==> config.mk <==
export PLATFORM = sky130hd
export DESIGN_NAME = bsph_ctrl
export DESIGN_NICKNAME = d
export VERILOG_FILES = /design/src/rtl/bsph_pkg.sv /design/src/rtl/bsph_ctrl.sv
export SDC_FILE = /design/constraint.sdc
export NUM_CORES = 1
export LEC_CHECK = 0
export BUFFER_PORTS_ARGS = -buffer_cell sky130_fd_sc_hd__clkbuf_2
export CORE_MARGIN = 3
export CORE_UTILIZATION = 52
export CTS_CLUSTER_SIZE = 30
export DETAILED_ROUTE_END_ITERATION = 7
export PLACE_DENSITY = 0.75
export REMOVE_ABC_BUFFERS = 1
export SLEW_MARGIN = 20
export SYNTH_ARGS = -nofsm -noshare
export SYNTH_HDL_FRONTEND = slang
export SYNTH_SLANG_ARGS = --single-unit
export TNS_END_PERCENT = 20
==> constraint.sdc <==
create_clock -name clk -period 2.7 [get_ports clk]
set_input_delay 0.54 -clock clk [delete_from_list [all_inputs] [get_ports clk]]
set_output_delay 0.54 -clock clk [all_outputs]
set_load 0.01 [all_outputs]
==> src/rtl/bsph_pkg.sv <==
`timescale 1ns / 1ps
// Shared types and constants for the bounding sphere block.
// No dependencies; imported by every other file of the block.
package bsph_pkg;

    localparam int COORD_BITS_DEF = 16;
    localparam int FRAC_BITS_DEF  = 16;

    localparam int DW = 64;     // datapath word
    localparam int WW = 128;    // double word for squares and sums of squares
    localparam int CW = 32;     // center width, signed
    localparam int RW = 33;     // radius width, unsigned
    localparam int OFF_LIM_BIT = 40;   // center step is clamped to 2^40

    localparam logic [1:0] MODE_CLEAR  = 2'd0;
    localparam logic [1:0] MODE_FIRST  = 2'd1;
    localparam logic [1:0] MODE_END    = 2'd2;
    localparam logic [1:0] MODE_SECOND = 2'd3;

    localparam logic [1:0] AXIS_LAST = 2'd2;

    typedef enum logic [4:0] {
        OP_NONE,
        OP_LOAD,
        OP_CLEAR,
        OP_FIRST,
        OP_SPAN_MUL,
        OP_ACC_ADD,
        OP_SPAN_PICK,
        OP_DEGEN,
        OP_SET_CENTER,
        OP_RAD_MUL,
        OP_SQRT_START,
        OP_SET_RAD,
        OP_PT_MUL,
        OP_GROW,
        OP_RSQ_MUL,
        OP_SET_RSQ,
        OP_OFF_MUL,
        OP_DIV_START,
        OP_CENTER_UPD
    } dp_op_t;

    typedef struct packed {
        dp_op_t     op;
        logic [1:0] axis;
        logic [1:0] pair;
    } bsph_cmd_t;

    typedef struct packed {
        logic has_points;
        logic mul_done;
        logic sqrt_done;
        logic div_done;
        logic best_zero;
        logic outside;
        logic dist_zero;
    } bsph_stat_t;

endpackage

==> src/rtl/bsph_ctrl.sv <==
`timescale 1ns / 1ps
// Controller: sequences each request through the datapath commands.
// Depends on bsph_pkg.
module bsph_ctrl (
    input  logic                  clk,
    input  logic                  rst_n,
    input  logic                  start,
    input  logic [1:0]            mode,
    input  bsph_pkg::bsph_stat_t  stat,
    output bsph_pkg::bsph_cmd_t   cmd,
    output logic                  busy,
    output logic                  done
);
    import bsph_pkg::*;

    typedef enum logic [20:0] {
        S_IDLE       = 21'h000001,
        S_CLEAR      = 21'h000002,
        S_FIRST      = 21'h000004,
        S_SPAN_MUL   = 21'h000008,
        S_SPAN_WAIT  = 21'h000010,
        S_SPAN_PICK  = 21'h000020,
        S_END_CHK    = 21'h000040,
        S_RAD_MUL    = 21'h000080,
        S_RAD_WAIT   = 21'h000100,
        S_SQRT       = 21'h000200,
        S_SQRT_WAIT  = 21'h000400,
        S_PT_MUL     = 21'h000800,
        S_PT_WAIT    = 21'h001000,
        S_OUT_CHK    = 21'h002000,
        S_GSQRT_WAIT = 21'h004000,
        S_RSQ_MUL    = 21'h008000,
        S_RSQ_WAIT   = 21'h010000,
        S_OFF_MUL    = 21'h020000,
        S_OFF_WAIT   = 21'h040000,
        S_DIV_WAIT   = 21'h080000,
        S_FINISH     = 21'h100000
    } state_t;

    state_t     state_reg, state_next;
    logic [1:0] axis_reg, axis_next;
    logic [1:0] pair_reg, pair_next;

    always_ff @(posedge clk or negedge rst_n)
    begin
        if (!rst_n)
        begin
            state_reg <= S_IDLE;
            axis_reg  <= '0;
            pair_reg  <= '0;
        end
        else
        begin
            state_reg <= state_next;
            axis_reg  <= axis_next;
            pair_reg  <= pair_next;
        end
    end

    always_comb
    begin
        state_next = state_reg;
        axis_next  = axis_reg;
        pair_next  = pair_reg;
        cmd.op     = OP_NONE;
        cmd.axis   = axis_reg;
        cmd.pair   = pair_reg;

        unique case (state_reg)
            S_IDLE:
            begin
                if (start)
                begin
                    cmd.op    = OP_LOAD;
                    axis_next = '0;
                    pair_next = '0;
                    unique case (mode)
                        MODE_CLEAR:  state_next = S_CLEAR;
                        MODE_FIRST:  state_next = S_FIRST;
                        MODE_END:    state_next = stat.has_points ? S_SPAN_MUL : S_FINISH;
                        MODE_SECOND: state_next = stat.has_points ? S_PT_MUL : S_FINISH;
                    endcase
                end
            end
            S_CLEAR:
            begin
                cmd.op     = OP_CLEAR;
                state_next = S_FINISH;
            end
            S_FIRST:
            begin
                cmd.op     = OP_FIRST;
                state_next = S_FINISH;
            end
            S_SPAN_MUL:
            begin
                cmd.op     = OP_SPAN_MUL;
                state_next = S_SPAN_WAIT;
            end
            S_SPAN_WAIT:
            begin
                if (stat.mul_done)
                begin
                    cmd.op = OP_ACC_ADD;
                    if (axis_reg == AXIS_LAST)
                    begin
                        axis_next  = '0;
                        state_next = S_SPAN_PICK;
                    end
                    else
                    begin
                        axis_next  = axis_reg + 2'd1;
                        state_next = S_SPAN_MUL;
                    end
                end
            end
            S_SPAN_PICK:
            begin
                cmd.op = OP_SPAN_PICK;
                if (pair_reg == AXIS_LAST)
                    state_next = S_END_CHK;
                else
                begin
                    pair_next  = pair_reg + 2'd1;
                    state_next = S_SPAN_MUL;
                end
            end
            S_END_CHK:
            begin
                if (stat.best_zero)
                begin
                    cmd.op     = OP_DEGEN;
                    state_next = S_FINISH;
                end
                else
                begin
                    cmd.op     = OP_SET_CENTER;
                    state_next = S_RAD_MUL;
                end
            end
            S_RAD_MUL:
            begin
                cmd.op     = OP_RAD_MUL;
                state_next = S_RAD_WAIT;
            end
            S_RAD_WAIT:
            begin
                if (stat.mul_done)
                begin
                    cmd.op = OP_ACC_ADD;
                    if (axis_reg == AXIS_LAST)
                    begin
                        axis_next  = '0;
                        state_next = S_SQRT;
                    end
                    else
                    begin
                        axis_next  = axis_reg + 2'd1;
                        state_next = S_RAD_MUL;
                    end
                end
            end
            S_SQRT:
            begin
                cmd.op     = OP_SQRT_START;
                state_next = S_SQRT_WAIT;
            end
            S_SQRT_WAIT:
            begin
                if (stat.sqrt_done)
                begin
                    cmd.op     = OP_SET_RAD;
                    state_next = S_FINISH;
                end
            end
            S_PT_MUL:
            begin
                cmd.op     = OP_PT_MUL;
                state_next = S_PT_WAIT;
            end
            S_PT_WAIT:
            begin
                if (stat.mul_done)
                begin
                    cmd.op = OP_ACC_ADD;
                    if (axis_reg == AXIS_LAST)
                    begin
                        axis_next  = '0;
                        state_next = S_OUT_CHK;
                    end
                    else
                    begin
                        axis_next  = axis_reg + 2'd1;
                        state_next = S_PT_MUL;
                    end
                end
            end
            S_OUT_CHK:
            begin
                if (stat.outside)
                begin
                    cmd.op     = OP_SQRT_START;
                    state_next = S_GSQRT_WAIT;
                end
                else
                    state_next = S_FINISH;
            end
            S_GSQRT_WAIT:
            begin
                if (stat.sqrt_done)
                begin
                    cmd.op     = OP_GROW;
                    state_next = S_RSQ_MUL;
                end
            end
            S_RSQ_MUL:
            begin
                cmd.op     = OP_RSQ_MUL;
                state_next = S_RSQ_WAIT;
            end
            S_RSQ_WAIT:
            begin
                if (stat.mul_done)
                begin
                    cmd.op     = OP_SET_RSQ;
                    axis_next  = '0;
                    state_next = stat.dist_zero ? S_FINISH : S_OFF_MUL;
                end
            end
            S_OFF_MUL:
            begin
                cmd.op     = OP_OFF_MUL;
                state_next = S_OFF_WAIT;
            end
            S_OFF_WAIT:
            begin
                if (stat.mul_done)
                begin
                    cmd.op     = OP_DIV_START;
                    state_next = S_DIV_WAIT;
                end
            end
            S_DIV_WAIT:
            begin
                if (stat.div_done)
                begin
                    cmd.op = OP_CENTER_UPD;
                    if (axis_reg == AXIS_LAST)
                        state_next = S_FINISH;
                    else
                    begin
                        axis_next  = axis_reg + 2'd1;
                        state_next = S_OFF_MUL;
                    end
                end
            end
            S_FINISH:
                state_next = S_IDLE;
            default:
                state_next = S_IDLE;
        endcase
    end

    assign busy = (state_reg != S_IDLE);
    assign done = (state_reg == S_FINISH);

    a_done_then_idle: assert property (@(posedge clk) disable iff (!rst_n)
        done |=> !busy)
        else $error("result strobe not followed by idle");

    a_accept_goes_busy: assert property (@(posedge clk) disable iff (!rst_n)
        (start && !busy) |=> busy)
        else $error("accepted request did not start work");

    a_mul_done_waiting: assert property (@(posedge clk) disable iff (!rst_n)
        stat.mul_done |-> (state_reg == S_SPAN_WAIT || state_reg == S_RAD_WAIT ||
                           state_reg == S_PT_WAIT || state_reg == S_RSQ_WAIT ||
                           state_reg == S_OFF_WAIT))
        else $error("multiplier finished outside a wait state");

    a_axis_range: assert property (@(posedge clk) disable iff (!rst_n)
        busy |-> (axis_reg != 2'd3 && pair_reg != 2'd3))
        else $error("axis or pair counter out of range");

endmodule

==> impl_metrics.json <==
{
  "cts_made_buffers": 3,
  "crit_buf_inv": 3,
  "p_per_area_nw_per_um2": 704,
  "synth_top_family_by_area": "simple AND/OR/NAND/NOR gates",
  "grt_usage": 0.321,
  "rsz0062_at_grt": "yes",
  "vdd_drop_max_v": 0.000438,
  "grt_max_degree": 26,
  "hp-class": "in -> async",
  "io_pins": 23,
  "finClkSkew_ns": 0.0100,
  "dp_hpwl_um": 5270,
  "async_flop_share": 1.00,
  "largest_reg_flops": 21,
  "drtIter0Drc": 278,
  "seq_area_frac_synth": 0.323,
  "max_slew_margin": 0.540,
  "dieArea_um2": 4500,
  "critPathCaptureType": "output port",
  "firstDrtPassIters": 5,
  "grt_busiest_layer": "met2",
  "yosys.area_share.simple": 0.419,
  "final_cell_mix": "68 x buf_4, 24 x dfrtp_1, 18 x nand2_1",
  "crit_fanout": 5,
  "synth-xor-area-share": 0.00904,
  "place_congestion": 1.03,
  "layout_commonest_cell": "buf_4",
  "worstPathCellList": "or4_4, or3_4, buf_8, nor4_4, buf_4, a211o_1, buf_2",
  "drv_cap": 0,
  "status": "finished with violations",
  "setup_slack_ns": -0.242,
  "finalPower_mw": 1.97,
  "synth_fa_ha_area_frac": 0.0258,
  "synth.distinct_cells": 53,
  "synth-edff-count": 0,
  "p_comb_frac": 0.645,
  "n_antenna_cell": 0,
  "worstSetupPathType": "reg -> out",
  "drive_above_1_share": 0.446,
  "tightest_slew_ns": 0.690,
  "cts_tree": "yes",
  "leakage_nw": 1.40,
  "sw_frac_of_total": 0.455,
  "wl_per_cell_um": 19.9,
  "start_kind": "flip-flop",
  "htreeDepth": 1,
  "syn_inst": 226,
  "clk_path_buf_depth": 2,
  "coreArea_um2": 3470,
  "hold_viol": 0,
  "grt_use_met1": 0.409,
  "final_util": 0.807,
  "grt_pass1_wl_um": 10700,
  "start_util": 0.559,
  "slew_violations": 0,
  "period_share": 1.09,
  "switchingPower_mw": 0.896,
  "synth_area_um2": 1940,
  "pwr-share-clk": 0.120,
  "antenna_found_initial": 0,
  "die_h_um": 67.1,
  "critPathSlowestCell": "or4_4",
  "clock_latency_ns": 0.28,
  "max_freq_mhz": 340,
  "ys_seq_elements": 25,
  "cts.sinks": 25,
  "drt_wl_total_um": 7170,
  "fillCellCount": 253,
  "root_buffer": "clkbuf_8",
  "seq_power_share": 0.235,
  "synthFlopType": "dfrtp_1",
  "synth_compound_area_frac": 0.168,
  "violations": "negative setup slack",
  "drc_errors": 0,
  "numPortBuffers": 22,
  "muxShareOfSynthArea": 0.0103,
  "area_growth_pct": 44.4,
  "grt_pass1_vias": 2165,
  "vias": 2337,
  "syn_area_per_cell_um2": 8.58,
  "via_per_inst": 6.49,
  "num_rows": 21,
  "path_clk_slew_ns": 0.10,
  "arrival_ns": 2.40,
  "grtUsageMet2": 0.530,
  "grt_overflow": 0,
  "crit_required_ns": 2.16,
  "cp_slowest_stage_delay_ns": 0.55,
  "final_antenna_net_count": 0,
  "min_period_ns": 2.94,
  "fin_nets": 331,
  "power.internal_mw": 1.07,
  "path_delay_family": "simple AND/OR/NAND/NOR gates",
  "die_w_um": 67.1,
  "met3_usage": 0.0691,
  "setup_viol": 23,
  "ys_warn_count": 0
}
area by class of cell:
type / count / area (µm²) / share of cell area
clock buffer: 3 / 41.3 / 0.0148
multi-input combinational: 184 / 1390 / 0.495
tap: 46 / 57.6 / 0.0206
timing repair buffer: 91 / 642 / 0.229
clock inverter: 1 / 7.51 / 0.00268
inverter: 10 / 37.5 / 0.0134
sequential: 25 / 627 / 0.224
path summary, 6_finish.rpt:
kind,from,end,slack (ns),cells after the start
min,rst_n,state_reg[12]$_DFFE_PN0P_,0.29,1
max reg2reg,state_reg[8]$_DFFE_PN0P_,state_reg[14]$_DFFE_PN0P_,-0.14,8
min in group clk,mode[1],state_reg[2]$_DFFE_PN0P_,0.44,2
max,state_reg[8]$_DFFE_PN0P_,cmd[8],-0.24,7
max in group asynchronous,rst_n,state_reg[5]$_DFFE_PN0P_,1.97,1
min reg2reg,pair_reg[1]$_DFFE_PN0P_,pair_reg[1]$_DFFE_PN0P_,0.57,2
Yosys cell counts, types with 2 or more instances:
cell type | number | area share
and3_1 | 2 | 0.0065
a21o_1 | 2 | 0.0077
or3_1 | 8 | 0.026
or4_1 | 5 | 0.019
a21oi_1 | 9 | 0.023
or4b_2 | 6 | 0.031
nor2b_1 | 3 | 0.0097
nor3_1 | 19 | 0.049
o22ai_1 | 2 | 0.0065
and2_1 | 2 | 0.0065
mux2i_1 | 2 | 0.010
clkbuf_1 | 3 | 0.0058
nor4_1 | 14 | 0.045
dfrtp_1 | 24 | 0.31
inv_1 | 10 | 0.019
or2_2 | 2 | 0.0065
or4_4 | 2 | 0.012
nand2_1 | 18 | 0.035
nand3_1 | 8 | 0.021
ha_1 | 4 | 0.026
nand4_1 | 4 | 0.013
nor2_1 | 13 | 0.025
nor4b_1 | 2 | 0.0090
buf_2 | 2 | 0.0052
a211o_1 | 3 | 0.014
o21ai_0 | 5 | 0.013
nand4b_1 | 4 | 0.018
a21o_2 | 5 | 0.023
nand2b_1 | 6 | 0.019
nor4_2 | 2 | 0.013
a211oi_1 | 2 | 0.0077
nand3b_1 | 8 | 0.031
a31oi_1 | 5 | 0.016
stage by stage:
| step | worst slack, ns | cell area (µm²) | hold slack [ns] | TNS, ns | instances |
|---|---|---|---|---|---|
| after detailed placement | -0.161 | 2520 | 0.545 | -1.26 | 349 |
| after global routing | -0.324 | 2800 | 0.315 | -4.26 | 360 |
| after floorplan | 0.0390 | 1890 | 0.244 | 0 | 219 |
| final | -0.242 | 2800 | 0.285 | -2.68 | 360 |
| after CTS | -0.293 | 2640 | 0.296 | -1.68 | 357 |
| after global placement | -0.123 | 2520 | 0.542 | -0.552 | 349 |
logic make-up (layout without fill, tap and decap cells):
group | count (synthesis) | in the layout
mux | 2 | 2
fa+ha+maj | 4 | 4
xor+xnor | 2 | 2
flops | 25 | 25
compound gates | 44 | 44
simple gates | 132 | 132
buf+inv | 17 | 105
power by group through the flow:
| stage | combinational, mW | sequential, mW | clock, mW |
|---|---|---|---|
| detailed placement | 1.08 | 0.466 | 0 |
| global route | 1.35 | 0.468 | 0.260 |
| CTS | 1.12 | 0.459 | 0.248 |
| finish | 1.27 | 0.463 | 0.237 |
| floorplan | 0.563 | 0.469 | 0 |
| global placement | 1.07 | 0.462 | 0 |
routing by layer:
metal / vias up / wire [µm] / part of all wire
met5: - / 0 / 0
met2: 156 / 3300 / 0.46
met4: 0 / 229 / 0.032
li1: 1053 / - / -
met3: 30 / 725 / 0.10
met1: 1098 / 2920 / 0.41
timing repair:
item                       CTS  global route
setup endpoints to repair   23            24
hold endpoints to repair     0             0
buffers inserted             4             3
gates resized for setup      8            30
hold buffers                 0             0
pin swaps                   19            16
Power figures use the tool's default switching activity.
